## src/rtl/core/sawtc_pkg.sv

```systemverilog
// Shared constants, codes and types of the set-associative write-through cache.
`default_nettype none
package sawtc_pkg;

    localparam int ADDR_BITS        = 32;
    localparam int LINE_OFFSET_BITS = 4;
    localparam int WAY_BITS         = 2;
    localparam int CAPACITY_BITS    = 12;

    localparam int SET_BITS   = CAPACITY_BITS - WAY_BITS - LINE_OFFSET_BITS;
    localparam int NUM_SETS   = 1 << SET_BITS;
    localparam int NUM_WAYS   = 1 << WAY_BITS;
    localparam int NUM_LINES  = 1 << (CAPACITY_BITS - LINE_OFFSET_BITS);
    localparam int LINE_BYTES = 1 << LINE_OFFSET_BITS;
    localparam int LINE_W     = LINE_BYTES * 8;
    localparam int BEAT_BYTES = 8;
    localparam int BEATS      = LINE_BYTES / BEAT_BYTES;
    localparam int BEAT_BITS  = LINE_OFFSET_BITS - 3;
    localparam int TAG_BITS   = ADDR_BITS - LINE_OFFSET_BITS - SET_BITS;
    localparam int DATA_W     = 64;
    localparam int BYTES_W    = 4;

    localparam logic [1:0] ACT_READ   = 2'd0;
    localparam logic [1:0] ACT_WRITE  = 2'd1;
    localparam logic [1:0] ACT_REFILL = 2'd2;
    localparam logic [1:0] ACT_NONE   = 2'd3;

    localparam logic [1:0] KIND_READ  = 2'd0;
    localparam logic [1:0] KIND_FETCH = 2'd1;
    localparam logic [1:0] KIND_WRITE = 2'd2;

    typedef struct packed {
        logic [1:0] act;
        logic       bad;
        logic       hit;
    } t_status;

    typedef struct packed {
        logic                 emit_fault;
        logic                 emit_write;
        logic                 emit_read_hit;
        logic                 emit_fetch;
        logic                 emit_refill;
        logic                 write_hit;
        logic                 start_miss;
        logic                 refill_beat;
        logic                 refill_last;
        logic [BEAT_BITS-1:0] beat;
    } t_cmd;

endpackage
`default_nettype wire

```

## src/rtl/core/sawtc_ctrl.sv

```systemverilog
// Controller: access sequencing, miss tracking and refill beat counting.
`default_nettype none
module sawtc_ctrl (
    input  wire logic              i_clk,
    input  wire logic              i_rst_n,
    input  wire logic              i_start,
    input  wire sawtc_pkg::t_status i_status,
    output sawtc_pkg::t_cmd        o_cmd,
    output logic                   o_busy
);

    localparam logic S_IDLE = 1'b0;
    localparam logic S_LOOK = 1'b1;

    logic                            r_state, n_state;
    logic                            r_pend, n_pend;
    logic [sawtc_pkg::BEAT_BITS-1:0] r_beat, n_beat;
    logic                            last_beat;

    assign o_busy    = (r_state == S_LOOK);
    assign last_beat = (r_beat == sawtc_pkg::BEAT_BITS'(sawtc_pkg::BEATS - 1));

    always_comb begin
        n_state = r_state;
        n_pend  = r_pend;
        n_beat  = r_beat;
        o_cmd   = '0;
        o_cmd.beat = r_beat;
        unique case (r_state)
            S_IDLE: begin
                if (i_start) begin
                    n_state = S_LOOK;
                end
            end
            S_LOOK: begin
                n_state = S_IDLE;
                if (i_status.act == sawtc_pkg::ACT_REFILL) begin
                    if (r_pend) begin
                        o_cmd.refill_beat = 1'b1;
                        if (last_beat) begin
                            o_cmd.refill_last = 1'b1;
                            o_cmd.emit_refill = 1'b1;
                            n_pend = 1'b0;
                            n_beat = '0;
                        end else begin
                            n_beat = r_beat + 1'b1;
                        end
                    end
                end else if (i_status.act == sawtc_pkg::ACT_NONE || r_pend) begin
                    // dropped: no word
                end else if (i_status.bad) begin
                    o_cmd.emit_fault = 1'b1;
                end else if (i_status.act == sawtc_pkg::ACT_WRITE) begin
                    o_cmd.emit_write = 1'b1;
                    o_cmd.write_hit  = i_status.hit;
                end else if (i_status.hit) begin
                    o_cmd.emit_read_hit = 1'b1;
                end else begin
                    o_cmd.emit_fetch = 1'b1;
                    o_cmd.start_miss = 1'b1;
                    n_pend = 1'b1;
                    n_beat = '0;
                end
            end
            default: n_state = S_IDLE;
        endcase
    end

    always_ff @(posedge i_clk) begin
        if (!i_rst_n) begin
            r_state <= S_IDLE;
            r_pend  <= 1'b0;
            r_beat  <= '0;
        end else begin
            r_state <= n_state;
            r_pend  <= n_pend;
            r_beat  <= n_beat;
        end
    end

endmodule
`default_nettype wire

```

## config.mk

```make
export PLATFORM = sky130hd
export DESIGN_NAME = sawtc_ctrl
export DESIGN_NICKNAME = d
export VERILOG_FILES = /design/src/rtl/core/sawtc_pkg.sv /design/src/rtl/core/sawtc_ctrl.sv
export SDC_FILE = /design/constraint.sdc
export NUM_CORES = 1
export LEC_CHECK = 0
export BUFFER_PORTS_ARGS = -buffer_cell sky130_fd_sc_hd__buf_2
export CAP_MARGIN = 25
export CORE_AREA = 2 2 39 41
export CTS_CLUSTER_SIZE = 40
export DETAILED_ROUTE_END_ITERATION = 6
export DIE_AREA = 0 0 41 43
export PLACE_DENSITY = 0.49
export REMOVE_ABC_BUFFERS = 1
export SYNTH_ARGS = -nofsm -noshare
export SYNTH_HDL_FRONTEND = slang
export SYNTH_SLANG_ARGS = --single-unit
```

## constraint.sdc

```tcl
create_clock -name i_clk -period 1.7 [get_ports i_clk]
set_input_delay 0.34 -clock i_clk [delete_from_list [all_inputs] [get_ports i_clk]]
set_output_delay 0.34 -clock i_clk [all_outputs]
set_load 0.05 [all_outputs]
```

==> run_results.csv <==
group,metric,value,unit
critical_path,cp_cell_sequence,"nor4b_4 -> nor3b_4 -> buf_6",
timing,fin_crit_sh,101,%
synthesis,ys_types,15,
synthesis,synth_xor_area_share,0,%
finish,area_growth_syn_to_layout,74.6,%
power_and_ir_drop,leakage,0.000199,uW
critical_path,startpoint,"r_pend$_SDFFE_PN0P_",
finish,final_common_cell,"buf_2",
synthesis,synth_area,226,um^2
hold_path,min_from,"i_start",
clock_network,path_clk_slew,0.04,ns
clock_network,cts_buffer_depth,2,
synthesis,synth_fa_ha_area_share,0,%
finish,drive_above_1_share,71.1,%
grt,grt_pass1_vias,233,
grt,grt.total_usage,8.62,%
critical_path,end_kind,"primary output",
die,io_pins,18,
finish,instances_no_fill,61,
timing,skew,0.000256,ns
placed_design,postPlaceCellArea,324,um^2
critical_path,arrival,1.37,ns
job,maxCapViolations,0,
run_status,status,"complete, but fails checks",
route,dr.pass1.iters,2,
timing,slew_viol_final,0,
timing,hold_viol_final,0,
synthesis,yosys_warnings,0,
placed_design,gp_congestion,0.661,
critical_path,worstPathRequired,1.36,ns
route,wirelength,610,um
synthesis,synth_top_area_share,26.5,%
run_status,violations,"negative setup slack",
die,die-height,43,um
clock_network,htreeDepth,1,
synthesis,postSynthAreaPerCell,9.85,um^2
die,core_area,1380,um^2
critical_path,path_class,"reg2out",
power_and_ir_drop,powerDensity,611,nW/um^2
synthesis,synth_seq_cells,3,
critical_path,r2r-start,"r_pend$_SDFFE_PN0P_",
placed_design,numPortBuffers,17,
critical_path,path_max_fanout,4,
synthesis,synthCells,23,
hold_path,hold_class,"in2reg",
critical_path,cp_slowest_cell,"dfxtp_2",
route,ant_nets,0,
finish,nets,53,
synthesis,synth_compound_area_share,6.63,%
timing,fmaxAchievable,584,MHz
clock_network,insertion_delay,0.23,ns
clock_network,cts-root-buf,"clkbuf_4",
synthesis,yosysSeqAreaShare,26.5,%
placed_design,pre_cts_slack,0.0389,ns
die,fp-row-count,14,
timing,min_period,1.71,ns
placed_design,place_inst,55,
synthesis,yosysTopAreaCell,"dfxtp_1",
die,dieArea,1760,um^2
synthesis,netlist_top_cells_area,"dfxtp_1 (27%), nor4b_4 (10%), buf_4 (9.9%), nor3b_4 (8.3%), and2_2 (6.6%)",
die,start_util,16.4,%
die,die_w,41,um
clock_network,cts_tree,"done",
timing,worstMarginPinSlew,0.258,ns
finish,multi_input_area,144,um^2
critical_path,worst-path-buf-inv,1,
route,vias_per_cell,4.11,
grt,grt_max_degree,7,
synthesis,synthSimpleGateAreaFrac,56.9,%
clock_network,cts-buffers-inserted,3,
timing,setup_viol,2,
critical_path,start_kind,"flop",
critical_path,cp_top_family,"simple AND/OR/NAND/NOR gates",
route,routedWlPerCell,10.0,um
finish,utilization,28.6,%
finish,layout_common_cells,"buf_2 (12), buf_4 (5), buf_6 (4)",
finish,seq_area,62.6,um^2
timing,setup_ws,-0.0128,ns
route,drtIter0Drc,3,
synthesis,synth_top_family_by_area,"simple AND/OR/NAND/NOR gates",
timing,max_slew_margin,82.7,%
grt,antenna_found_initial,0,
finish,design_area,395,um^2
synthesis,synth_mux_area_share,0,%
finish,antenna_cells,0,
power_and_ir_drop,irDropWorstVdd,112,uV
clock_network,clock-sinks,3,
grt,grt_overflow,0,
route,drc,0,
timing,rsz0062_at_grt,"yes",
placed_design,dp_hpwl,414,um
route,vias,251,
finish,nFillCells,146,
critical_path,slowest_delay,0.33,ns
power_and_ir_drop,power.total,242,uW
grt,grt_pass1_wl,986,um
==> kinds of logic (layout without fill, tap and decap cells) <==
kind of cell	count (synthesis)	after routing
buf+inv	3	25
compound gates	2	2
simple gates	15	15
flops	3	3
==> Yosys cell counts <==
cell type,n
nor3b_4,1
and3_2,1
o31ai_1,1
nor2_1,2
dfxtp_1,3
and2_1,1
nor4b_4,1
nand3b_1,1
nand4b_1,1
buf_4,3
o21a_1,1
nand2_1,3
and4b_1,1
and4bb_2,1
and2_2,2
==> layout make-up <==
cell class | instances | area share [%]
Timing Repair Buffer | 21 | 36.1
Multi-Input combinational cell | 17 | 36.4
Sequential cell | 3 | 15.8
Tap cell | 16 | 5.06
Clock buffer | 4 | 6.65
==> report_power, final <==
part / switching [uW] / internal, uW
clock: 39.6 / 88.1
sequential: 1.68 / 72.8
combinational: 23.8 / 15.7
==> routing by layer <==
metal | vias up | global-route usage, % | part of all wire, %
li1 | 124 | - | -
met1 | 105 | 11.8 | 47
met2 | 20 | 10.6 | 36
met3 | 2 | 1.57 | 15
met4 | 0 | 8.00 | 1.6
met5 | - | 0 | 0
==> worst reg2reg max path, delay by kind of cell (launching register included) <==
kind / cells / cell delay (ns)
buf+inv: 3 / 0.33
flops: 1 / 0.33
simple gates: 2 / 0.61
compound gates: 1 / 0.06
==> sequential cells by signal, summed over array words and instances, names as in the netlist <==
register / cells
last_beat: 1
r_pend: 1
o_busy: 1
==> final timing paths <==
path | endpoint | slack [ns] | cells past startpoint
max | o_cmd[6] | -0.01 | 3
min | o_busy$_SDFF_PP0_ | 0.33 | 3
max reg2reg | last_beat$_SDFFE_PN0P_ | 0.25 | 6
min reg2reg | last_beat$_SDFFE_PN0P_ | 0.50 | 2
==> what timing repair did <==
action                                  4_1_cts  5_1_grt
hold buffers                                  0        0
setup buffers                                 1        1
endpoints found under the setup margin        5        5
pin swaps                                     1        0
gates resized for setup                       5        9
==> through the flow <==
| step | hold WS, ns | TNS (ns) |
|---|---|---|
| 2_1_floorplan | 0.454 | -4.13 |
| 3_3_place_gp | 0.489 | 0 |
| 3_5_place_dp | 0.498 | 0 |
| 4_1_cts | 0.332 | -0.0603 |
| 5_1_grt | 0.348 | -0.211 |
| 6_report | 0.331 | -0.0247 |
No activity file was read; power rests on OpenSTA's default activity.
